File: src/hw/rtl/lcw_pkg.sv
`timescale 1ns / 1ps

package lcw_pkg;

  // Window geometry.
  localparam int MAX_HALF_WINDOW = 7;
  localparam int LEGS            = 6;
  localparam int DEPTH           = 2 * MAX_HALF_WINDOW + 1;

  // Fixed field widths.
  localparam int LEG_PORTS = 6;
  localparam int RAW_W     = 11;
  localparam int CFG_W     = 3;
  localparam int MASK_W    = 6;

  // Decoded load value in -1023..1024.
  localparam int VAL_W         = 12;
  localparam int NO_REPLY_LOAD = 1024;

  // Adder tree: groups of four history entries, then one sum of the groups.
  localparam int GROUP_SIZE = 4;
  localparam int GROUPS     = (DEPTH + GROUP_SIZE - 1) / GROUP_SIZE;
  localparam int PART_W     = VAL_W + $clog2(GROUP_SIZE);
  localparam int SUM_W      = VAL_W + $clog2(DEPTH + 1);

  // Counter and index widths.
  localparam int AGE_W = $clog2(DEPTH);
  localparam int HW_W  = $clog2(MAX_HALF_WINDOW + 1);
  localparam int CNT_W = $clog2(DEPTH + 1);

  typedef struct packed {
    logic             shift;
    logic             clear;
    logic             part_en;
    logic [AGE_W-1:0] hi;
  } lane_ctrl_t;

  typedef struct packed {
    logic load;
    logic last;
  } merge_ctrl_t;

  typedef enum logic [2:0] {
    ST_IDLE = 3'b001,
    ST_PART = 3'b010,
    ST_EMIT = 3'b100
  } seq_state_e;

endpackage

File: src/hw/rtl/lcw_lane.sv
`timescale 1ns / 1ps

// One leg: load decoding, the history shift line and a two-level adder tree.
module lcw_lane (
  input  logic                           clk_i,
  input  logic                           rst_ni,
  input  lcw_pkg::lane_ctrl_t            ctrl_i,
  input  logic [lcw_pkg::RAW_W-1:0]      raw_i,
  input  logic                           answered_i,
  output logic                           contact_o
);

  logic signed [lcw_pkg::VAL_W-1:0]  decoded;
  logic signed [lcw_pkg::VAL_W-1:0]  hist_q [lcw_pkg::DEPTH];
  logic signed [lcw_pkg::VAL_W-1:0]  masked [lcw_pkg::GROUPS * lcw_pkg::GROUP_SIZE];
  logic signed [lcw_pkg::PART_W-1:0] part_d [lcw_pkg::GROUPS];
  logic signed [lcw_pkg::PART_W-1:0] part_q [lcw_pkg::GROUPS];
  logic signed [lcw_pkg::SUM_W-1:0]  sum;
  logic signed [lcw_pkg::VAL_W-1:0]  raw_ext;

  assign raw_ext = lcw_pkg::VAL_W'({1'b0, raw_i});

  always_comb begin
    if (!answered_i) begin
      decoded = lcw_pkg::VAL_W'(lcw_pkg::NO_REPLY_LOAD);
    end else if (raw_ext > lcw_pkg::VAL_W'(lcw_pkg::NO_REPLY_LOAD)) begin
      decoded = lcw_pkg::VAL_W'(lcw_pkg::NO_REPLY_LOAD) - raw_ext;
    end else begin
      decoded = raw_ext;
    end
  end

  // Newest sample at age zero.
  always_ff @(posedge clk_i or negedge rst_ni) begin
    if (!rst_ni) begin
      for (int a = 0; a < lcw_pkg::DEPTH; a++) hist_q[a] <= '0;
    end else if (ctrl_i.clear) begin
      for (int a = 0; a < lcw_pkg::DEPTH; a++) hist_q[a] <= '0;
    end else if (ctrl_i.shift) begin
      hist_q[0] <= decoded;
      for (int a = 1; a < lcw_pkg::DEPTH; a++) hist_q[a] <= hist_q[a-1];
    end
  end

  // Entries older than the top of the window are masked to zero.
  for (genvar i = 0; i < lcw_pkg::GROUPS * lcw_pkg::GROUP_SIZE; i++) begin : g_mask
    if (i < lcw_pkg::DEPTH) begin : g_tap
      assign masked[i] = (lcw_pkg::AGE_W'(i) <= ctrl_i.hi) ? hist_q[i] : '0;
    end else begin : g_pad
      assign masked[i] = '0;
    end
  end

  always_comb begin
    for (int g = 0; g < lcw_pkg::GROUPS; g++) begin
      part_d[g] = '0;
      for (int k = 0; k < lcw_pkg::GROUP_SIZE; k++) begin
        part_d[g] = part_d[g] + lcw_pkg::PART_W'(masked[g * lcw_pkg::GROUP_SIZE + k]);
      end
    end
  end

  always_ff @(posedge clk_i) begin
    if (ctrl_i.part_en) begin
      for (int g = 0; g < lcw_pkg::GROUPS; g++) part_q[g] <= part_d[g];
    end
  end

  always_comb begin
    sum = '0;
    for (int g = 0; g < lcw_pkg::GROUPS; g++) begin
      sum = sum + lcw_pkg::SUM_W'(part_q[g]);
    end
  end

  assign contact_o = sum[lcw_pkg::SUM_W-1] || (sum == '0);

endmodule

File: src/hw/rtl/lcw_merge.sv
`timescale 1ns / 1ps

// Gathers the lane decisions into one contact mask and holds it for the consumer.
module lcw_merge (
  input  logic                        clk_i,
  input  logic                        rst_ni,
  input  lcw_pkg::merge_ctrl_t        ctrl_i,
  input  logic [lcw_pkg::LEGS-1:0]    contacts_i,
  output logic                        slot_free_o,
  output logic                        out_valid_o,
  input  logic                        out_stall_i,
  output logic [lcw_pkg::MASK_W-1:0]  contact_mask_o,
  output logic                        last_result_o
);

  logic                        valid_d, valid_q;
  logic [lcw_pkg::MASK_W-1:0]  mask_q;
  logic                        last_q;

  assign slot_free_o = !valid_q || !out_stall_i;

  always_comb begin
    if (ctrl_i.load) begin
      valid_d = 1'b1;
    end else if (out_stall_i) begin
      valid_d = valid_q;
    end else begin
      valid_d = 1'b0;
    end
  end

  always_ff @(posedge clk_i or negedge rst_ni) begin
    if (!rst_ni) begin
      valid_q <= 1'b0;
    end else begin
      valid_q <= valid_d;
    end
  end

  // Legs beyond the lane count report no contact.
  always_ff @(posedge clk_i) begin
    if (ctrl_i.load) begin
      mask_q <= lcw_pkg::MASK_W'(contacts_i);
      last_q <= ctrl_i.last;
    end
  end

  assign out_valid_o    = valid_q;
  assign contact_mask_o = mask_q;
  assign last_result_o  = last_q;

endmodule

File: src/hw/rtl/leg_contact_window_classifier.sv
`timescale 1ns / 1ps

// Channel   Direction  Handshake               Payload
// in        consumer   in_valid_i / in_stall_o load_0_i..load_5_i, answered_mask_i,
//                                              last_sample_i
// out       producer   out_valid_o/out_stall_i contact_mask_o, last_result_o
// config    write only half_window_we_i        half_window_i
//
// An input transaction that produces no result is taken in the idle step. One that
// produces results passes through a partial-sum step and an emit step per result,
// so the last sample of a recording with n pending centres gives n such pairs, set
// by the two-level registered adder tree in each lane that the sequencer reuses for
// every result. Reset clears the history, the sample count and the output valid flag,
// and loads a half window of two. A stalled output holds the sequencer in its emit
// step; a new input transaction is still accepted while the last result waits.
module leg_contact_window_classifier (
  input  logic                        clk_i,
  input  logic                        rst_ni,
  input  logic                        half_window_we_i,
  input  logic [lcw_pkg::CFG_W-1:0]   half_window_i,
  input  logic                        in_valid_i,
  output logic                        in_stall_o,
  input  logic [lcw_pkg::RAW_W-1:0]   load_0_i,
  input  logic [lcw_pkg::RAW_W-1:0]   load_1_i,
  input  logic [lcw_pkg::RAW_W-1:0]   load_2_i,
  input  logic [lcw_pkg::RAW_W-1:0]   load_3_i,
  input  logic [lcw_pkg::RAW_W-1:0]   load_4_i,
  input  logic [lcw_pkg::RAW_W-1:0]   load_5_i,
  input  logic [lcw_pkg::MASK_W-1:0]  answered_mask_i,
  input  logic                        last_sample_i,
  output logic                        out_valid_o,
  input  logic                        out_stall_i,
  output logic [lcw_pkg::MASK_W-1:0]  contact_mask_o,
  output logic                        last_result_o
);

  // The half window register; its reset value is two.
  logic [lcw_pkg::CFG_W-1:0] half_window_q;

  always_ff @(posedge clk_i or negedge rst_ni) begin
    if (!rst_ni) begin
      half_window_q <= lcw_pkg::CFG_W'(2);
    end else if (half_window_we_i) begin
      half_window_q <= half_window_i;
    end
  end

  // A half window above the supported maximum is clamped to it.
  logic [lcw_pkg::HW_W-1:0] lw;
  assign lw = (int'(half_window_q) > lcw_pkg::MAX_HALF_WINDOW) ?
              lcw_pkg::HW_W'(lcw_pkg::MAX_HALF_WINDOW) : lcw_pkg::HW_W'(half_window_q);

  // Sequencer state.
  lcw_pkg::seq_state_e       state_d, state_q;
  logic [lcw_pkg::CNT_W-1:0] count_d, count_q;
  logic [lcw_pkg::AGE_W-1:0] hi_d, hi_q;
  logic [lcw_pkg::HW_W-1:0]  centre_d, centre_q;
  logic                      flush_d, flush_q;

  logic                      in_accept;
  logic [lcw_pkg::CNT_W-1:0] held;
  logic [lcw_pkg::CNT_W-1:0] held_m1;
  logic [lcw_pkg::HW_W-1:0]  top;
  logic                      slot_free;

  lcw_pkg::lane_ctrl_t  lane_ctrl;
  lcw_pkg::merge_ctrl_t merge_ctrl;

  assign in_stall_o = (state_q != lcw_pkg::ST_IDLE);
  assign in_accept  = in_valid_i && !in_stall_o;

  // The count of held samples saturates at the history depth.
  assign held    = (count_q < lcw_pkg::CNT_W'(lcw_pkg::DEPTH)) ? count_q + 1'b1 : count_q;
  assign held_m1 = held - 1'b1;
  assign top     = (lcw_pkg::CNT_W'(lw) < held_m1) ? lw : lcw_pkg::HW_W'(held_m1);

  always_comb begin
    state_d         = state_q;
    count_d         = count_q;
    hi_d            = hi_q;
    centre_d        = centre_q;
    flush_d         = flush_q;
    lane_ctrl       = '0;
    lane_ctrl.hi    = hi_q;
    merge_ctrl      = '0;
    merge_ctrl.last = flush_q && (centre_q == '0);

    case (state_q)
      lcw_pkg::ST_IDLE: begin
        if (in_accept) begin
          lane_ctrl.shift = 1'b1;
          if (last_sample_i) begin
            // Flush: centres from top samples old down to the newest. The window
            // reaches past the newest sample only into zeroed history, so the upper
            // age of each window is simply its centre plus the half window.
            count_d  = '0;
            flush_d  = 1'b1;
            centre_d = top;
            hi_d     = lcw_pkg::AGE_W'(top) + lcw_pkg::AGE_W'(lw);
            state_d  = lcw_pkg::ST_PART;
          end else begin
            count_d  = held;
            flush_d  = 1'b0;
            centre_d = '0;
            hi_d     = lcw_pkg::AGE_W'(lw) + lcw_pkg::AGE_W'(lw);
            if (lcw_pkg::CNT_W'(lw) < held) begin
              state_d = lcw_pkg::ST_PART;
            end
          end
        end
      end
      lcw_pkg::ST_PART: begin
        lane_ctrl.part_en = 1'b1;
        state_d           = lcw_pkg::ST_EMIT;
      end
      lcw_pkg::ST_EMIT: begin
        if (slot_free) begin
          merge_ctrl.load = 1'b1;
          if (flush_q && (centre_q != '0)) begin
            centre_d = centre_q - 1'b1;
            hi_d     = hi_q - 1'b1;
            state_d  = lcw_pkg::ST_PART;
          end else begin
            // The recording has ended: the next sample starts from empty history.
            lane_ctrl.clear = flush_q;
            state_d         = lcw_pkg::ST_IDLE;
          end
        end
      end
      default: begin
        state_d = lcw_pkg::ST_IDLE;
      end
    endcase
  end

  always_ff @(posedge clk_i or negedge rst_ni) begin
    if (!rst_ni) begin
      state_q  <= lcw_pkg::ST_IDLE;
      count_q  <= '0;
      hi_q     <= '0;
      centre_q <= '0;
      flush_q  <= 1'b0;
    end else begin
      state_q  <= state_d;
      count_q  <= count_d;
      hi_q     <= hi_d;
      centre_q <= centre_d;
      flush_q  <= flush_d;
    end
  end

  // One lane per leg.
  logic [lcw_pkg::RAW_W-1:0] raw [lcw_pkg::LEG_PORTS];
  logic [lcw_pkg::LEGS-1:0]  contacts;

  assign raw[0] = load_0_i;
  assign raw[1] = load_1_i;
  assign raw[2] = load_2_i;
  assign raw[3] = load_3_i;
  assign raw[4] = load_4_i;
  assign raw[5] = load_5_i;

  for (genvar g = 0; g < lcw_pkg::LEGS; g++) begin : g_lane
    lcw_lane u_lane (
      .clk_i      (clk_i),
      .rst_ni     (rst_ni),
      .ctrl_i     (lane_ctrl),
      .raw_i      (raw[g]),
      .answered_i (answered_mask_i[g]),
      .contact_o  (contacts[g])
    );
  end

  lcw_merge u_merge (
    .clk_i          (clk_i),
    .rst_ni         (rst_ni),
    .ctrl_i         (merge_ctrl),
    .contacts_i     (contacts),
    .slot_free_o    (slot_free),
    .out_valid_o    (out_valid_o),
    .out_stall_i    (out_stall_i),
    .contact_mask_o (contact_mask_o),
    .last_result_o  (last_result_o)
  );

  // The emit step always directly follows the partial-sum step of the adder tree.
  assert property (@(posedge clk_i) disable iff (!rst_ni)
    state_q == lcw_pkg::ST_PART |=> state_q == lcw_pkg::ST_EMIT)
    else $error("partial sums not followed by an emit step");

  // The last sample of a recording always produces at least one result.
  assert property (@(posedge clk_i) disable iff (!rst_ni)
    in_accept && last_sample_i |=> state_q == lcw_pkg::ST_PART && flush_q)
    else $error("last sample did not start a flush");

  // A result is only loaded into a free output register.
  assert property (@(posedge clk_i) disable iff (!rst_ni)
    merge_ctrl.load |-> state_q == lcw_pkg::ST_EMIT && slot_free)
    else $error("result loaded outside the emit step or over a waiting result");

  // The final result of a recording leaves the sample count empty.
  assert property (@(posedge clk_i) disable iff (!rst_ni)
    merge_ctrl.load && merge_ctrl.last |=> count_q == '0 && state_q == lcw_pkg::ST_IDLE)
    else $error("recording not closed after its final result");

  // The held count never passes the history depth.
  assert property (@(posedge clk_i) disable iff (!rst_ni)
    count_q <= lcw_pkg::CNT_W'(lcw_pkg::DEPTH))
    else $error("sample count beyond history depth");

endmodule
File: config.mk
export PLATFORM = sky130hd
export DESIGN_NAME = leg_contact_window_classifier
export DESIGN_NICKNAME = d
export VERILOG_FILES = /design/src/hw/rtl/lcw_pkg.sv /design/src/hw/rtl/lcw_lane.sv /design/src/hw/rtl/lcw_merge.sv /design/src/hw/rtl/leg_contact_window_classifier.sv
export SDC_FILE = /design/constraint.sdc
export NUM_CORES = 2
export LEC_CHECK = 0
export ABC_AREA = 1
export BUFFER_PORTS_ARGS = -buffer_cell sky130_fd_sc_hd__buf_4
export CORE_MARGIN = 8
export CORE_UTILIZATION = 55
export DETAILED_ROUTE_END_ITERATION = 8
export PLACE_DENSITY_LB_ADDON = 0.08
export SYNTH_ARGS = -nofsm -noshare
export SYNTH_HDL_FRONTEND = slang
export SYNTH_SLANG_ARGS = --single-unit
File: constraint.sdc
create_clock -name clk_i -period 23 [get_ports clk_i]
set_input_delay 4.6 -clock clk_i [delete_from_list [all_inputs] [get_ports clk_i]]
set_output_delay 4.6 -clock clk_i [all_outputs]
set_load 0.005 [all_outputs]
==> metrics.cfg <==
[detailed_routing]
drt_wl_total_mm = 224
routed_via_density = 5.30
ant_nets = 0
drc = 0
wl_per_cell_um = 18.1
vias = 65680
first_pass_iters = 6
drt_first_iter_violations = 4706

[hold_path]
worst_hold_path_type = reg2reg
worstHoldStart = g_lane[1].u_lane.hist_q[4]

[sta]
worst_slack_ps = 14080
setup_viol = 0
hold_viol = 0
fin_worst_skew_ps = 26.2
tightest_slew_ps = 1270
slew_headroom_pct = 14.7
fin_setup_tns_ps = 0
rsz0062_at_grt = false
max_freq_ghz = 0.112
period_share_pct = 38.8
fin_crit_ps = 8920
slew_viol_final = 0

[placed_design]
io_buffers = 89
dp_slack_ps = 13480
gp_congestion = 0.875
dpl.hpwl_mm = 160

[layout]
final_cell_mix = 2676 x inv_1, 1273 x nand2_1, 1096 x dfrtp_1
area_delta_synth_final_pct = 8.15
final.fill_count = 14492
nets = 11245
utilization_pct = 59.8
drive_gt1_share_pct = 4.58
final_common_cell = inv_1

[worst_setup_path]
required_ps = 23620
startpoint_type = primary input
crit_type = in2reg
endpoint_kind = register
cp-startpoint = in_valid_i
worstPathArrival_ps = 9550
path_max_fanout = 234
r2r-start = hi_q[3]

[logic_synthesis]
yosysWarnings = 0
async_flop_share_pct = 76.2
synth.distinct_cells = 49
synth_nets = 11258
synth_edf_count = 343
synth_area_mm2 = 0.0923
syn-mean-instance-area_um2 = 9.18
syn_inst = 10057
synth_flop_cell = dfrtp_1
synth-seq-cells = 1442
synth-seq-area-share_pct = 41.0

[clocking]
clockRootBuffer = clkbuf_16
cts_tree = built
cts-resized-gates = 0
clock-sinks = 1442
numCtsBuffers = 162
hold_buffers = 0
postCtsSetupRepairBufs = 0
htree_levels = 4
worstSkewPairLatency_ps = 810
path_clk_slew_ps = 60
clockBufferDepth = 3

[power]
p_switching_mw = 6.85
p_int_mw = 8.07
leakagePower_nw = 50.2
switching_share_pct = 45.9
clock_power_share_pct = 18.1
powerDensity_mw_per_mm2 = 149
combPwrFrac_pct = 55.7
power_frac_seq_pct = 26.2
max-vdd-ir-drop_mv = 0.149

[global_route]
antenna_found_initial = 5
track_usage_pct = 24.9
grt-ovfl-total = 0
grt_pass1_wl_mm = 361
grt_pass1_vias = 67062
grt_max_degree = 235

[status]
status = complete, no violations

[floorplanning]
pin_count = 90
rows = 150
start_util_pct = 55.3
die_h_um = 426
core_area_mm2 = 0.167
die_x_um = 426
die-area_mm2 = 0.181

[flow_run]
max_cap_viol_count = 0

-- per-layer routing --
metal	routed length, um	global-route usage (%)	up-vias
met5	0	0	-
met4	7310	7.98	0
met3	8530	3.08	316
met2	110000	42.5	1268
met1	97700	33.3	32574
li1	-	-	31522
-- flip-flops by register name, indices dropped and copies added, names as in the netlist --
| name | cells |
|---|---|
| g_lane.u_lane.hist_q | 1080 |
| g_lane.u_lane.part_q | 336 |
| u_merge.contact_mask_o | 6 |
| count_q | 4 |
| hi_q | 4 |
| centre_q | 3 |
| half_window_q | 3 |
| state_q | 3 |
| flush_q | 1 |
| u_merge.last_result_o | 1 |
| u_merge.out_valid_o | 1 |
-- cell type report --
class	instances	area (um^2)	area share (%)
antenna	2	5.00	0.00501
clock buffer	248	4880	4.88
clock inverter	53	711	0.712
inverter	2697	10100	10.1
multi-input combinational	5587	42300	42.4
sequential	1442	37800	37.9
tap	2204	2760	2.76
timing repair buffer	154	1250	1.25
-- power groups by stage --
stage	Sequential (mW)	Clock, mW	Combinational [mW]
detailed placement	3.96	0	8.29
global route	3.99	2.85	9.42
global placement	3.94	0	8.15
CTS	3.92	2.75	8.36
floorplan	3.92	0	6.23
finish	3.91	2.70	8.30
-- synth_stat cells (all sizes together) (12+ instances only) --
cell type / instances / area, um^2
nand2: 1279 / 4820
edfxtp: 343 / 10300
a221oi: 16 / 140
fa: 703 / 14100
a31oi: 40 / 250
dfrtp: 1097 / 27500
clkbuf: 69 / 259
o22ai: 985 / 6160
nor2: 754 / 2900
xnor2: 97 / 850
o21ai: 277 / 1400
nor3: 41 / 220
ha: 417 / 5220
xor2: 250 / 2190
o21bai: 31 / 233
a21o: 12 / 90.1
buf: 262 / 1920
inv: 2697 / 10100
nand4: 38 / 238
nand3: 253 / 1270
a21oi: 323 / 1620
nand3b: 18 / 135
-- logic make-up after synthesis --
kind of cell / Yosys count / share of synthesized area (%)
fa+ha+maj: 1120 / 20.9
compound gates: 1718 / 11.0
buf+inv: 3028 / 13.3
flops: 1442 / 41.0
xor+xnor: 347 / 3.29
simple gates: 2402 / 10.5
-- critical path, cell delays in order --
cell     delay [ps]
buf_4           120
inv_1           130
nor2_8           80
inv_8           420
buf_4           870
buf_12          700
buf_4           930
buf_4           820
o22ai_1         160
-- metrics by stage --
step / hold slack [ps] / area (um^2) / power [mW] / cells
after global placement: 466 / 94200 / 12.1 / 12084
final: 482 / 99800 / 14.9 / 12387
after detailed placement: 470 / 94200 / 12.3 / 12084
after floorplan: 449 / 92300 / 10.2 / 10057
after global routing: 503 / 99800 / 16.3 / 12385
after CTS: 486 / 99800 / 15.0 / 12385
-- final timing paths --
| kind | end | slack, ps | cells past startpoint |
|---|---|---|---|
| min reg2reg | g_lane[1].u_lane.hist_q[4] | 480 | 2 |
| max reg2reg | g_lane[3].u_lane.part_q[2][11] | 16700 | 14 |
| max in group asynchronous | g_lane[0].u_lane.hist_q[58] | 15210 | 5 |
| max | g_lane[5].u_lane.hist_q[150] | 14080 | 9 |
| min | g_lane[1].u_lane.hist_q[4] | 480 | 2 |
| min in group asynchronous | g_lane[5].u_lane.hist_q[139] | 3930 | 1 |
(Power assumes the default switching activity.)
